### src/design/baic_pkg.sv
package baic_pkg;

    // Field widths
    localparam int SAMPLE_W = 12;
    localparam int TIMER_W  = 16;
    localparam int MODE_W   = 3;
    localparam int COUNT_W  = 5;
    localparam int SUM_W    = 17;

    // Default averaging depth
    localparam int SAMPLES_DEFAULT = 20;

    // APB port
    localparam int APB_ADDR_W = 5;
    localparam int APB_DATA_W = 32;
    localparam int REG_IDX_W  = 3;

    typedef logic [MODE_W-1:0]    mode_t;
    typedef logic [REG_IDX_W-1:0] reg_idx_t;

    // Mode codes
    localparam mode_t MODE_PREHEAT  = 3'd0;
    localparam mode_t MODE_STANDBY  = 3'd1;
    localparam mode_t MODE_SAMPLING = 3'd2;
    localparam mode_t MODE_PASS     = 3'd3;
    localparam mode_t MODE_FAIL     = 3'd4;
    localparam mode_t MODE_RUNNING  = 3'd5;

    // Register indexes (byte address = 4 * index)
    localparam reg_idx_t REG_THRESHOLD = 3'd0;
    localparam reg_idx_t REG_PREHEAT   = 3'd1;
    localparam reg_idx_t REG_DEBOUNCE  = 3'd2;
    localparam reg_idx_t REG_INTERVAL  = 3'd3;
    localparam reg_idx_t REG_PERIOD    = 3'd4;
    localparam reg_idx_t REG_ALARM_ON  = 3'd5;
    localparam reg_idx_t REG_BEEP      = 3'd6;

    // Register reset values
    localparam logic [SAMPLE_W-1:0] THRESHOLD_RST = 12'd2000;
    localparam logic [TIMER_W-1:0]  PREHEAT_RST   = 16'd10000;
    localparam logic [TIMER_W-1:0]  DEBOUNCE_RST  = 16'd60;
    localparam logic [TIMER_W-1:0]  INTERVAL_RST  = 16'd50;
    localparam logic [TIMER_W-1:0]  PERIOD_RST    = 16'd500;
    localparam logic [TIMER_W-1:0]  ALARM_ON_RST  = 16'd220;
    localparam logic [TIMER_W-1:0]  BEEP_RST      = 16'd180;

endpackage

### src/design/baic_if.sv
// One-millisecond tick request: raw button levels and sensor reading
interface baic_tick_if;
    logic                          valid;
    logic                          ready;
    logic                          test_level;
    logic                          start_level;
    logic [baic_pkg::SAMPLE_W-1:0] sensor_sample;

    modport source (output valid, output test_level, output start_level,
                    output sensor_sample, input ready);
    modport sink (input valid, input test_level, input start_level,
                  input sensor_sample, output ready);
endinterface

// Per-tick result request
interface baic_result_if;
    logic                          valid;
    logic                          ready;
    logic [baic_pkg::MODE_W-1:0]   mode;
    logic                          lock_open;
    logic                          led_red;
    logic                          led_green;
    logic                          led_yellow;
    logic                          buzzer;
    logic [baic_pkg::SAMPLE_W-1:0] measured_level;
    logic                          verdict_strobe;

    modport source (output valid, output mode, output lock_open, output led_red,
                    output led_green, output led_yellow, output buzzer,
                    output measured_level, output verdict_strobe, input ready);
    modport sink (input valid, input mode, input lock_open, input led_red,
                  input led_green, input led_yellow, input buzzer,
                  input measured_level, input verdict_strobe, output ready);
endinterface

### src/design/breath_alcohol_interlock_controller.sv
// Breath alcohol interlock controller. Each tick request carries the raw active-low
// test and start button levels and one 12-bit sensor reading; each produces exactly
// one result request with the mode, lock, LED, buzzer, last averaged reading and a
// verdict strobe, all reflecting the state after that tick. The block takes one tick
// per clock cycle while the result side keeps up: a tick lands in an input register,
// and once the output register is free the controller state is updated and the
// result is written to the output register; a stalled result backs up into the
// input register and then holds ready low. The average of SAMPLES readings is
// formed by one constant reciprocal multiply. There is no clearing pass after reset.
// Registers sit on an APB port at byte address 4*index and should only be written
// while no tick is in flight.
module breath_alcohol_interlock_controller #(
    parameter int SAMPLES = baic_pkg::SAMPLES_DEFAULT
) (
    input  logic                              clk,
    input  logic                              rst_n,
    baic_tick_if.sink                         tick,
    baic_result_if.source                     result,
    input  logic                              psel,
    input  logic                              penable,
    input  logic                              pwrite,
    input  logic [baic_pkg::APB_ADDR_W-1:0]   paddr,
    input  logic [baic_pkg::APB_DATA_W-1:0]   pwdata,
    output logic [baic_pkg::APB_DATA_W-1:0]   prdata,
    output logic                              pready
);

    localparam int SAMPLE_W = baic_pkg::SAMPLE_W;
    localparam int TIMER_W  = baic_pkg::TIMER_W;
    localparam int COUNT_W  = baic_pkg::COUNT_W;
    localparam int SUM_W    = baic_pkg::SUM_W;
    localparam int DATA_W   = baic_pkg::APB_DATA_W;

    // Reciprocal for sum / SAMPLES: exact for any 17-bit sum and SAMPLES below 32
    localparam int DIV_SHIFT = SUM_W + COUNT_W;
    localparam int RECIP_W   = DIV_SHIFT + 1;
    localparam int PROD_W    = SUM_W + RECIP_W;
    localparam logic [RECIP_W-1:0] RECIP = RECIP_W'(
        ((longint'(1) << DIV_SHIFT) + longint'(SAMPLES) - 1) / longint'(SAMPLES));
    localparam logic [COUNT_W-1:0] SAMPLES_C = COUNT_W'(SAMPLES);
    localparam logic [TIMER_W-1:0] TIMER_MAX = '1;

    // Configuration registers
    logic [SAMPLE_W-1:0] threshold_reg;
    logic [TIMER_W-1:0]  preheat_reg;
    logic [TIMER_W-1:0]  debounce_reg;
    logic [TIMER_W-1:0]  interval_reg;
    logic [TIMER_W-1:0]  period_reg;
    logic [TIMER_W-1:0]  alarm_on_reg;
    logic [TIMER_W-1:0]  beep_ticks_reg;

    baic_pkg::reg_idx_t  reg_idx;
    logic                cfg_write;

    assign reg_idx   = paddr[baic_pkg::APB_ADDR_W-1:2];
    assign cfg_write = psel && penable && pwrite;
    assign pready    = 1'b1;

    always_ff @(posedge clk or negedge rst_n)
    begin
        if (!rst_n)
        begin
            threshold_reg  <= baic_pkg::THRESHOLD_RST;
            preheat_reg    <= baic_pkg::PREHEAT_RST;
            debounce_reg   <= baic_pkg::DEBOUNCE_RST;
            interval_reg   <= baic_pkg::INTERVAL_RST;
            period_reg     <= baic_pkg::PERIOD_RST;
            alarm_on_reg   <= baic_pkg::ALARM_ON_RST;
            beep_ticks_reg <= baic_pkg::BEEP_RST;
        end
        else if (cfg_write)
        begin
            unique case (reg_idx)
                baic_pkg::REG_THRESHOLD: threshold_reg  <= pwdata[SAMPLE_W-1:0];
                baic_pkg::REG_PREHEAT:   preheat_reg    <= pwdata[TIMER_W-1:0];
                baic_pkg::REG_DEBOUNCE:  debounce_reg   <= pwdata[TIMER_W-1:0];
                baic_pkg::REG_INTERVAL:  interval_reg   <= pwdata[TIMER_W-1:0];
                baic_pkg::REG_PERIOD:    period_reg     <= pwdata[TIMER_W-1:0];
                baic_pkg::REG_ALARM_ON:  alarm_on_reg   <= pwdata[TIMER_W-1:0];
                baic_pkg::REG_BEEP:      beep_ticks_reg <= pwdata[TIMER_W-1:0];
                default: ;
            endcase
        end
    end

    // Register readback
    always_comb
    begin
        unique case (reg_idx)
            baic_pkg::REG_THRESHOLD: prdata = DATA_W'(threshold_reg);
            baic_pkg::REG_PREHEAT:   prdata = DATA_W'(preheat_reg);
            baic_pkg::REG_DEBOUNCE:  prdata = DATA_W'(debounce_reg);
            baic_pkg::REG_INTERVAL:  prdata = DATA_W'(interval_reg);
            baic_pkg::REG_PERIOD:    prdata = DATA_W'(period_reg);
            baic_pkg::REG_ALARM_ON:  prdata = DATA_W'(alarm_on_reg);
            baic_pkg::REG_BEEP:      prdata = DATA_W'(beep_ticks_reg);
            default:                 prdata = '0;
        endcase
    end

    // Input register stage
    logic                in_vld_reg;
    logic                in_test_reg;
    logic                in_start_reg;
    logic [SAMPLE_W-1:0] in_sample_reg;
    logic                out_vld_reg;
    logic                fire;

    assign fire       = in_vld_reg && (!out_vld_reg || result.ready);
    assign tick.ready = !in_vld_reg || fire;

    always_ff @(posedge clk or negedge rst_n)
    begin
        if (!rst_n)
        begin
            in_vld_reg <= 1'b0;
        end
        else if (tick.valid && tick.ready)
        begin
            in_vld_reg <= 1'b1;
        end
        else if (fire)
        begin
            in_vld_reg <= 1'b0;
        end
    end

    always_ff @(posedge clk)
    begin
        if (tick.valid && tick.ready)
        begin
            in_test_reg   <= tick.test_level;
            in_start_reg  <= tick.start_level;
            in_sample_reg <= tick.sensor_sample;
        end
    end

    // Controller state
    baic_pkg::mode_t     mode_reg, mode_next;
    logic [TIMER_W-1:0]  timer_reg, timer_next;
    logic [1:0]          last_reg, last_next;
    logic [1:0]          stable_reg, stable_next;
    logic [TIMER_W-1:0]  since_reg [2];
    logic [TIMER_W-1:0]  since_next [2];
    logic [SUM_W-1:0]    sum_reg, sum_next;
    logic [COUNT_W-1:0]  taken_reg, taken_next;
    logic [TIMER_W-1:0]  phase_reg, phase_next;
    logic [TIMER_W-1:0]  beep_reg, beep_next;
    logic [SAMPLE_W-1:0] measured_reg, measured_next;

    // Debouncers: index 0 test, index 1 start
    logic [1:0] level;
    logic [1:0] settle;
    logic [1:0] press;

    assign level = {in_start_reg, in_test_reg};

    always_comb
    begin
        for (int b = 0; b < 2; b++)
        begin
            last_next[b] = level[b];
            if (level[b] != last_reg[b])
            begin
                since_next[b] = '0;
            end
            else if (since_reg[b] != TIMER_MAX)
            begin
                since_next[b] = since_reg[b] + 1'b1;
            end
            else
            begin
                since_next[b] = since_reg[b];
            end
            settle[b]      = (since_next[b] > debounce_reg) && (level[b] != stable_reg[b]);
            stable_next[b] = settle[b] ? level[b] : stable_reg[b];
            press[b]       = settle[b] && !level[b];
        end
    end

    // Alarm phase, free running; zero period acts as one
    logic [TIMER_W-1:0] period_eff;
    logic [TIMER_W:0]   phase_inc;

    assign period_eff = (period_reg == '0) ? TIMER_W'(1) : period_reg;
    assign phase_inc  = {1'b0, phase_reg} + 1'b1;
    assign phase_next = (phase_inc >= {1'b0, period_eff}) ? '0 : phase_inc[TIMER_W-1:0];

    // Sampling datapath: accumulate, then average by reciprocal multiply
    logic [TIMER_W-1:0]  interval_eff;
    logic                take;
    logic [SUM_W-1:0]    sum_add;
    logic [COUNT_W-1:0]  taken_add;
    logic [TIMER_W-1:0]  timer_inc;
    logic [PROD_W-1:0]   avg_prod;
    logic [SAMPLE_W-1:0] average;

    assign interval_eff = (interval_reg == '0) ? TIMER_W'(1) : interval_reg;
    assign take         = (timer_reg == '0) && (taken_reg < SAMPLES_C);
    assign sum_add      = take ? sum_reg + SUM_W'(in_sample_reg) : sum_reg;
    assign taken_add    = take ? taken_reg + 1'b1 : taken_reg;
    assign timer_inc    = timer_reg + 1'b1;
    assign avg_prod     = PROD_W'(sum_add) * PROD_W'(RECIP);
    assign average      = avg_prod[DIV_SHIFT +: SAMPLE_W];

    logic strobe;
    logic buzz;

    // Mode transitions
    always_comb
    begin
        mode_next     = mode_reg;
        timer_next    = timer_reg;
        sum_next      = sum_reg;
        taken_next    = taken_reg;
        beep_next     = beep_reg;
        measured_next = measured_reg;
        strobe        = 1'b0;

        unique case (mode_reg)
            baic_pkg::MODE_PREHEAT:
            begin
                if (timer_reg >= preheat_reg)
                begin
                    mode_next  = baic_pkg::MODE_STANDBY;
                    timer_next = '0;
                end
                else if (timer_reg != TIMER_MAX)
                begin
                    timer_next = timer_inc;
                end
            end
            baic_pkg::MODE_STANDBY, baic_pkg::MODE_FAIL:
            begin
                if (press[0])
                begin
                    mode_next  = baic_pkg::MODE_SAMPLING;
                    timer_next = '0;
                    sum_next   = '0;
                    taken_next = '0;
                end
            end
            baic_pkg::MODE_SAMPLING:
            begin
                sum_next   = sum_add;
                taken_next = taken_add;
                if (timer_inc >= interval_eff)
                begin
                    timer_next = '0;
                    if (taken_add >= SAMPLES_C)
                    begin
                        measured_next = average;
                        strobe        = 1'b1;
                        if (average < threshold_reg)
                        begin
                            mode_next = baic_pkg::MODE_PASS;
                            beep_next = beep_ticks_reg;
                        end
                        else
                        begin
                            mode_next = baic_pkg::MODE_FAIL;
                        end
                    end
                end
                else
                begin
                    timer_next = timer_inc;
                end
            end
            baic_pkg::MODE_PASS:
            begin
                priority if (beep_reg != '0)
                begin
                    beep_next = beep_reg - 1'b1;
                end
                else if (press[0])
                begin
                    mode_next  = baic_pkg::MODE_SAMPLING;
                    timer_next = '0;
                    sum_next   = '0;
                    taken_next = '0;
                end
                else if (press[1])
                begin
                    mode_next = baic_pkg::MODE_RUNNING;
                end
                else
                begin
                    mode_next = mode_reg;
                end
            end
            baic_pkg::MODE_RUNNING:
            begin
                if (press[1])
                begin
                    mode_next = baic_pkg::MODE_STANDBY;
                end
            end
            default:
            begin
                mode_next  = baic_pkg::MODE_PREHEAT;
                timer_next = '0;
            end
        endcase
    end

    // Buzzer: beep in pass, pulsing in fail from the phase before this tick
    always_comb
    begin
        if (mode_next == baic_pkg::MODE_PASS)
        begin
            buzz = (beep_next != '0);
        end
        else if (mode_next == baic_pkg::MODE_FAIL)
        begin
            buzz = (phase_reg < alarm_on_reg);
        end
        else
        begin
            buzz = 1'b0;
        end
    end

    // State update, one tick per fire
    always_ff @(posedge clk or negedge rst_n)
    begin
        if (!rst_n)
        begin
            mode_reg      <= baic_pkg::MODE_PREHEAT;
            timer_reg     <= '0;
            last_reg      <= '1;
            stable_reg    <= '1;
            since_reg[0]  <= '0;
            since_reg[1]  <= '0;
            sum_reg       <= '0;
            taken_reg     <= '0;
            phase_reg     <= '0;
            beep_reg      <= '0;
            measured_reg  <= '0;
        end
        else if (fire)
        begin
            mode_reg      <= mode_next;
            timer_reg     <= timer_next;
            last_reg      <= last_next;
            stable_reg    <= stable_next;
            since_reg[0]  <= since_next[0];
            since_reg[1]  <= since_next[1];
            sum_reg       <= sum_next;
            taken_reg     <= taken_next;
            phase_reg     <= phase_next;
            beep_reg      <= beep_next;
            measured_reg  <= measured_next;
        end
    end

    // Result register
    baic_pkg::mode_t     res_mode_reg;
    logic                res_lock_reg;
    logic                res_red_reg;
    logic                res_green_reg;
    logic                res_yellow_reg;
    logic                res_buzz_reg;
    logic [SAMPLE_W-1:0] res_measured_reg;
    logic                res_strobe_reg;

    always_ff @(posedge clk or negedge rst_n)
    begin
        if (!rst_n)
        begin
            out_vld_reg <= 1'b0;
        end
        else if (fire)
        begin
            out_vld_reg <= 1'b1;
        end
        else if (result.ready)
        begin
            out_vld_reg <= 1'b0;
        end
    end

    always_ff @(posedge clk)
    begin
        if (fire)
        begin
            res_mode_reg     <= mode_next;
            res_lock_reg     <= (mode_next == baic_pkg::MODE_RUNNING);
            res_red_reg      <= (mode_next == baic_pkg::MODE_FAIL);
            res_green_reg    <= (mode_next == baic_pkg::MODE_PASS) ||
                                (mode_next == baic_pkg::MODE_RUNNING);
            res_yellow_reg   <= (mode_next == baic_pkg::MODE_PREHEAT) ||
                                (mode_next == baic_pkg::MODE_SAMPLING);
            res_buzz_reg     <= buzz;
            res_measured_reg <= measured_next;
            res_strobe_reg   <= strobe;
        end
    end

    assign result.valid          = out_vld_reg;
    assign result.mode           = res_mode_reg;
    assign result.lock_open      = res_lock_reg;
    assign result.led_red        = res_red_reg;
    assign result.led_green      = res_green_reg;
    assign result.led_yellow     = res_yellow_reg;
    assign result.buzzer         = res_buzz_reg;
    assign result.measured_level = res_measured_reg;
    assign result.verdict_strobe = res_strobe_reg;

endmodule

### src/flat_wrapper.sv
// flat-port wrapper written by rule: the top's interface ports become plain ports
module breath_alcohol_interlock_controller_flat 
#(
    parameter int SAMPLES = baic_pkg::SAMPLES_DEFAULT
)
  (clk, rst_n, psel, penable, pwrite, paddr, pwdata, prdata, pready, tick_valid, tick_test_level, tick_start_level, tick_sensor_sample, tick_ready, result_valid, result_mode, result_lock_open, result_led_red, result_led_green, result_led_yellow, result_buzzer, result_measured_level, result_verdict_strobe, result_ready);
  baic_tick_if tick_i ();
  baic_result_if result_i ();
  input  logic clk;
  input  logic rst_n;
  input  logic psel;
  input  logic penable;
  input  logic pwrite;
  input  logic [baic_pkg::APB_ADDR_W-1:0] paddr;
  input  logic [baic_pkg::APB_DATA_W-1:0] pwdata;
  output logic [baic_pkg::APB_DATA_W-1:0] prdata;
  output logic pready;
  input wire logic [$bits(tick_i.valid)-1:0] tick_valid;
  input wire logic [$bits(tick_i.test_level)-1:0] tick_test_level;
  input wire logic [$bits(tick_i.start_level)-1:0] tick_start_level;
  input wire logic [$bits(tick_i.sensor_sample)-1:0] tick_sensor_sample;
  output wire logic [$bits(tick_i.ready)-1:0] tick_ready;
  output wire logic [$bits(result_i.valid)-1:0] result_valid;
  output wire logic [$bits(result_i.mode)-1:0] result_mode;
  output wire logic [$bits(result_i.lock_open)-1:0] result_lock_open;
  output wire logic [$bits(result_i.led_red)-1:0] result_led_red;
  output wire logic [$bits(result_i.led_green)-1:0] result_led_green;
  output wire logic [$bits(result_i.led_yellow)-1:0] result_led_yellow;
  output wire logic [$bits(result_i.buzzer)-1:0] result_buzzer;
  output wire logic [$bits(result_i.measured_level)-1:0] result_measured_level;
  output wire logic [$bits(result_i.verdict_strobe)-1:0] result_verdict_strobe;
  input wire logic [$bits(result_i.ready)-1:0] result_ready;
  assign tick_i.valid = tick_valid;
  assign tick_i.test_level = tick_test_level;
  assign tick_i.start_level = tick_start_level;
  assign tick_i.sensor_sample = tick_sensor_sample;
  assign tick_ready = tick_i.ready;
  assign result_valid = result_i.valid;
  assign result_mode = result_i.mode;
  assign result_lock_open = result_i.lock_open;
  assign result_led_red = result_i.led_red;
  assign result_led_green = result_i.led_green;
  assign result_led_yellow = result_i.led_yellow;
  assign result_buzzer = result_i.buzzer;
  assign result_measured_level = result_i.measured_level;
  assign result_verdict_strobe = result_i.verdict_strobe;
  assign result_i.ready = result_ready;
  breath_alcohol_interlock_controller #(.SAMPLES(SAMPLES)) u_core (.clk(clk), .rst_n(rst_n), .tick(tick_i), .result(result_i), .psel(psel), .penable(penable), .pwrite(pwrite), .paddr(paddr), .pwdata(pwdata), .prdata(prdata), .pready(pready));
endmodule
### config.mk
export PLATFORM = sky130hd
export DESIGN_NAME = breath_alcohol_interlock_controller_flat
export DESIGN_NICKNAME = d
export VERILOG_FILES = /design/src/design/baic_pkg.sv /design/src/design/baic_if.sv /design/src/design/breath_alcohol_interlock_controller.sv /design/src/flat_wrapper.sv
export SDC_FILE = /design/constraint.sdc
export NUM_CORES = 1
export LEC_CHECK = 0
export BUFFER_PORTS_ARGS = -buffer_cell sky130_fd_sc_hd__buf_2
export CAP_MARGIN = 20
export CORE_ASPECT_RATIO = 0.7
export CORE_UTILIZATION = 25
export CTS_CLUSTER_SIZE = 30
export DETAILED_ROUTE_END_ITERATION = 12
export GPL_TIMING_DRIVEN = 0
export PLACE_DENSITY = 0.5
export SETUP_SLACK_MARGIN = 0.4
export SKIP_LAST_GASP = 1
export SYNTH_ARGS = -nofsm -noshare
export SYNTH_HDL_FRONTEND = slang
export SYNTH_SLANG_ARGS = --single-unit
### constraint.sdc
create_clock -name clk -period 26.4 [get_ports clk]
set_input_delay 0 -clock clk [delete_from_list [all_inputs] [get_ports clk]]
set_output_delay 0 -clock clk [all_outputs]
set_load 0.05 [all_outputs]
* Yosys cells after proc, flatten, opt, wreduce, memory -nomap -nowiden *
Index checks and enable logic that the tools add are counted.

storage, ports and cells
  output and inout port bits = 56
  logic and storage cells = 162
  register bits = 266
  bits of input ports = 58

cells by class
  $mul = 1
  order comparisons = 9
  reductions and logical operators = 41
  add/subtract/negate cells = 7
  bitwise operators = 1
  mux-type cells = 47
  eq/ne operators = 24

operators by type and width
  cell                                                 count
  2-to-1 mux 16 bit                                    16
  one-hot mux 16 bit (7 select lines)                  1
  one-hot mux 16 bit (5 select lines)                  1
  2-to-1 mux 17 bit                                    3
  one-hot mux 17 bit (3 select lines)                  1
  adder 16 x 1 -> 16 bit, second input constant        3
  zero test 16 bit                                     3
  inequality test 16 bit, second input constant        3
  2-to-1 mux 12 bit                                    3
  greater-or-equal comparator 16 bit                   2
  greater-than comparator 16 bit                       2
  multiplier 17 x 16 -> 32 bit, second input constant  1
  one-hot mux 16 bit (2 select lines)                  1
  nonzero test 16 bit                                  2
  2-to-1 mux 3 bit                                     9
  == test 3 bit, second input constant                 7
  AND reduction 2 bit                                  10
  == test 3 x 2 -> 1 bit, second input constant        6
  adder 16 x 1 -> 17 bit, second input constant        1
  adder 17 x 12 -> 17 bit                              1
  greater-or-equal comparator 17 x 16 -> 1 bit         1
  < comparator 16 bit                                  1
  subtractor 16 x 1 -> 16 bit, second input constant   1
  2-to-1 mux 5 bit                                     3
  21 further kinds                                     48

* Depth between registers and ports, before layout *
  depth in word-level cells = 13
  mapped depth = 52
  gate-level depth less buffers = 50

* Worst setup path after synthesis *
OpenSTA, ideal clock, no wires.

  kind = flip-flop to flip-flop
  from = register u_core.sum_reg[0]
  to = register u_core.res_buzz_reg (netlist: u_core.result.buzzer), data pin
  clock period less this slack = 10551 ps
  cell stages (with the launch flop) = 46
  data required time = 26132 ps
  setup time = 268 ps
  slack = 15849 ps
  path buffers = 1
  arrival time = 10283 ps
  cells stage by stage = dfrtp_1 ha_1 inv_1 fa_1 nor2b_1 o21ai_1 a21boi_0 o21ai_1 a21boi_0 o21ai_1 a21boi_1 o31ai_1 a21oi_1 nor3b_1 xor2_1 ha_1 ha_1 inv_1 [10 not listed] o221ai_1 a2111oi_0 nor2_1 a32o_1 o41ai_1 o21bai_1 xnor2_1 ha_1 a21o_1 a31oi_1 nand2_1 o211ai_2 and2_4 buf_6 nor2_1 or4b_1 nor4_2 o32ai_1

between the ends
  cells in the longest elaborated chain, start to end = 11
  elaborated cells on any way between the ends = 17
  those cells by class = add/sub (1); mul (1); order compare (1); eq/ne (2); mux (11); reduce/logical (1)

ends and longest elaborated chain
  item                                RTL line                                    text
  start, declared                     breath_alcohol_interlock_controller.sv:145  logic [SUM_W-1:0] sum_reg, sum_next;
  start signal, assigned              breath_alcohol_interlock_controller.sv:349  sum_reg <= sum_next;
  adder 17 x 12 -> 17 bit             breath_alcohol_interlock_controller.sv:200  assign sum_add = take ? sum_reg + SUM_W'(in_sample_reg) : sum_reg;
  2-to-1 mux 17 bit (*)               breath_alcohol_interlock_controller.sv:200
  multiplier 17 x 16 -> 32 bit (*)    breath_alcohol_interlock_controller.sv:203  assign avg_prod = PROD_W'(sum_add) * PROD_W'(RECIP);
  < comparator 12 bit (*)             breath_alcohol_interlock_controller.sv:254  if (average < threshold_reg)
  2-to-1 mux 3 bit                    breath_alcohol_interlock_controller.sv:254
  2-to-1 mux 3 bit                    breath_alcohol_interlock_controller.sv:250  if (taken_add >= SAMPLES_C)
  2-to-1 mux 3 bit                    breath_alcohol_interlock_controller.sv:247  if (timer_inc >= interval_eff)
  one-hot mux 3 bit (5 select lines)  breath_alcohol_interlock_controller.sv:220  unique case (mode_reg)
  == test 3 bit                       breath_alcohol_interlock_controller.sv:314  else if (mode_next == baic_pkg::MODE_FAIL)
  2-to-1 mux 1 bit                    breath_alcohol_interlock_controller.sv:314
  2-to-1 mux 1 bit (*)                breath_alcohol_interlock_controller.sv:310  if (mode_next == baic_pkg::MODE_PASS)
  via u_core.buzz                     breath_alcohol_interlock_controller.sv:207  logic buzz;
  end signal, assigned                breath_alcohol_interlock_controller.sv:394  res_buzz_reg <= buzz;
  end, declared                       breath_alcohol_interlock_controller.sv:363  logic res_buzz_reg;

The timed path passes the listed nets; every way through them passes the cells marked *.
A chain may end at the register's enable or synchronous reset.

* Worst setup path in the final report *
Same ends and word-level chain as after synthesis.

==> results_dict.tcl <==
set metrics [dict create \
    cts_buffers 31 \
    core_um2 83200 \
    dr.pass1.iters 5 \
    largest_reg_flops 32 \
    tightest_slew_ns 1.12 \
    antenna_found_initial 1 \
    insertion_delay_ns 0.61 \
    critPathMaxStageDelay_ns 0.84 \
    die_h_um 246 \
    min_period_ns 13.85 \
    postRouteWirelength_mm 68.6 \
    rows 88 \
    slowest_stage "xor2_1" \
    synth-main-ff-cell "dfrtp_1" \
    final_core_util_pct 29.6 \
    area.growth.synth_to_final_pct 16.0 \
    run_status "finished clean" \
    maxSlewHeadroom_pct 25.5 \
    hold_violations 0 \
    clock_sinks 266 \
    setup_viol 0 \
    fin_skew_ns 0.0449 \
    required_ns 26.72 \
    final_common_cell "nand2_1" \
    cp-start-kind "flip-flop" \
    hpwl_mm 54.6 \
    root_buffer "clkbuf_16" \
    vias 17242 \
    grt_max_degree 113 \
    final_cell_mix "334 x nand2_1, 267 x inv_1, 256 x ha_1, 194 x dfrtp_1, 166 x o21ai_0" \
    die-area_um2 86000 \
    rsz0062_at_grt "no" \
    ios 114 \
    clk_pin_slew_worst_paths_ns 0.06 \
    crit_arrival_ns 14.17 \
    fillers 8911 \
    ys_ff_latch 266 \
    async_reset_ff_share_pct 86.8 \
    htree_levels 1 \
    nets 2911 \
    grt_pass1_vias 16400 \
    avgSynthCellArea_um2 9.02 \
    cts_resized 0 \
    vias_per_cell 4.70 \
    ys_seq_area_share_pct 32.4 \
    drtIter0Drc 1356 \
    num_antenna_cells 0 \
    cts.path.max_buffers 3 \
    setup_tns_ns 0 \
    grt_pass1_wl_mm 104 \
    overflow 0 \
    syn_area_um2 21200 \
    gp_congestion 0.966 \
    endpoint_kind "flip-flop" \
    synth_cells 2351 \
    synth_warnings 0 \
    worstSetupPathType "reg -> reg" \
    finalCritPeriodShare_pct 52.5 \
    drive_above_1_share_pct 10.8 \
    die_w_um 350 \
    cap_violations 0 \
    hp-class "in -> reg" \
    worst_slack_ns 12.55 \
    drv_slew 0 \
    port_buffers 77 \
    postCtsSetupBuffers 0 \
    cts_tree "yes" \
    dp_worst_setup_slack_ns 12.77 \
    detail_route.wl_per_cell_um 18.7 \
    cp_max_fo 10 \
    drcViolationCount 0 \
    synth_cell_types 78 \
    max_freq_mhz 72.2 \
    initial_utilization_pct 25.5 \
    grt_usage_pct 15.9 \
    antenna_left 0 \
    synth_edf_count 35 \
]
[metal layers]
layer	track usage [%]	wire length, µm	up-vias
met5	0	0	-
met4	3.01	1340	0
met3	3.16	5290	69
met2	21.3	26100	515
met1	25.5	35900	8262
li1	-	-	8396
[per-stage QoR]
step | hold WS [ns] | instances | instance area [µm²]
6_report | 0.111 | 3671 | 24600
5_1_grt | 0.101 | 3671 | 24600
4_1_cts | 0.0864 | 3669 | 24600
3_5_place_dp | -0.0514 | 3573 | 23200
3_3_place_gp | 0.178 | 3568 | 23100
2_1_floorplan | -0.296 | 2366 | 21300
[Yosys cell counts, types with 17 or more instances]
cell type / instances / area, µm²
nand2_1: 334 / 1250
inv_1: 267 / 1000
ha_1: 256 / 3200
dfrtp_1: 194 / 4850
o21ai_0: 166 / 831
nor2_1: 149 / 559
a21oi_1: 79 / 395
fa_1: 76 / 1520
clkbuf_1: 71 / 267
xnor2_1: 60 / 526
mux2_2: 55 / 619
xor2_1: 48 / 420
nand3_1: 46 / 230
a21o_1: 40 / 300
dfstp_2: 37 / 972
edfxtp_1: 35 / 1050
nand2b_1: 31 / 194
nand4_1: 29 / 181
nor3_1: 25 / 125
nor2b_1: 23 / 144
o21a_1: 23 / 173
o31ai_1: 23 / 173
o21ai_1: 22 / 110
and3_1: 21 / 131
buf_4: 17 / 128
[path summary, 6_finish.rpt]
kind | endpoint | cells after the start | start | slack (ns)
hold reg to reg | u_core.last_reg[0] | 2 | u_core.last_reg[0] | 0.46
max in group asynchronous | u_core.since_reg[6] | 5 | rst_n | 24.95
setup reg to reg | u_core.result.buzzer | 45 | u_core.sum_reg[0] | 12.55
hold / removal | u_core.in_sample_reg[9] | 2 | tick_sensor_sample[9] | 0.11
setup / recovery | u_core.result.buzzer | 45 | u_core.sum_reg[0] | 12.55
min in group asynchronous | u_core.phase_reg[13] | 4 | rst_n | 0.48
[logic make-up (layout without fill, tap and decap cells)]
family | Yosys count | after routing | share of synthesized area [%]
other | 2 | 17 | 0.0354
buffers and inverters | 366 | 546 | 6.86
adder cells (fa/ha/maj) | 332 | 332 | 22.3
multiplexers | 77 | 77 | 4.37
AND/OR/NAND/NOR | 722 | 722 | 15.5
flip-flops | 266 | 266 | 32.4
AO/OA/AOI/OAI | 478 | 478 | 14.1
XOR/XNOR | 108 | 108 | 4.46
[worst max-delay path: cells and delay by family (launching register included)]
family	cells	cell delay (ns)
AO/OA/AOI/OAI	21	5.94
adder cells (fa/ha/maj)	10	4.04
AND/OR/NAND/NOR	6	1.51
XOR/XNOR	2	1.28
flip-flops	1	0.39
buffers and inverters	6	0.38
[final cells by class]
cell class                 count  area [µm²]  share of cell area (%)
multi-input combinational   1734       12900                    52.6
sequential                   266        6880                    27.9
tap                         1125        1410                    5.72
inverter                     268        1010                    4.09
clock buffer                  49         923                    3.75
timing repair buffer         122         881                    3.58
buffer                        98         450                    1.83
clock inverter                 9         115                   0.468
[what timing repair did]
item	4_1_cts	5_1_grt
hold buffers	38	0
hold endpoints to repair	233	0
setup endpoints to repair	0	0
Power is left out: the tool's default activity adds up to more than one toggle a clock period on the data nets, which glitch-free logic cannot reach.
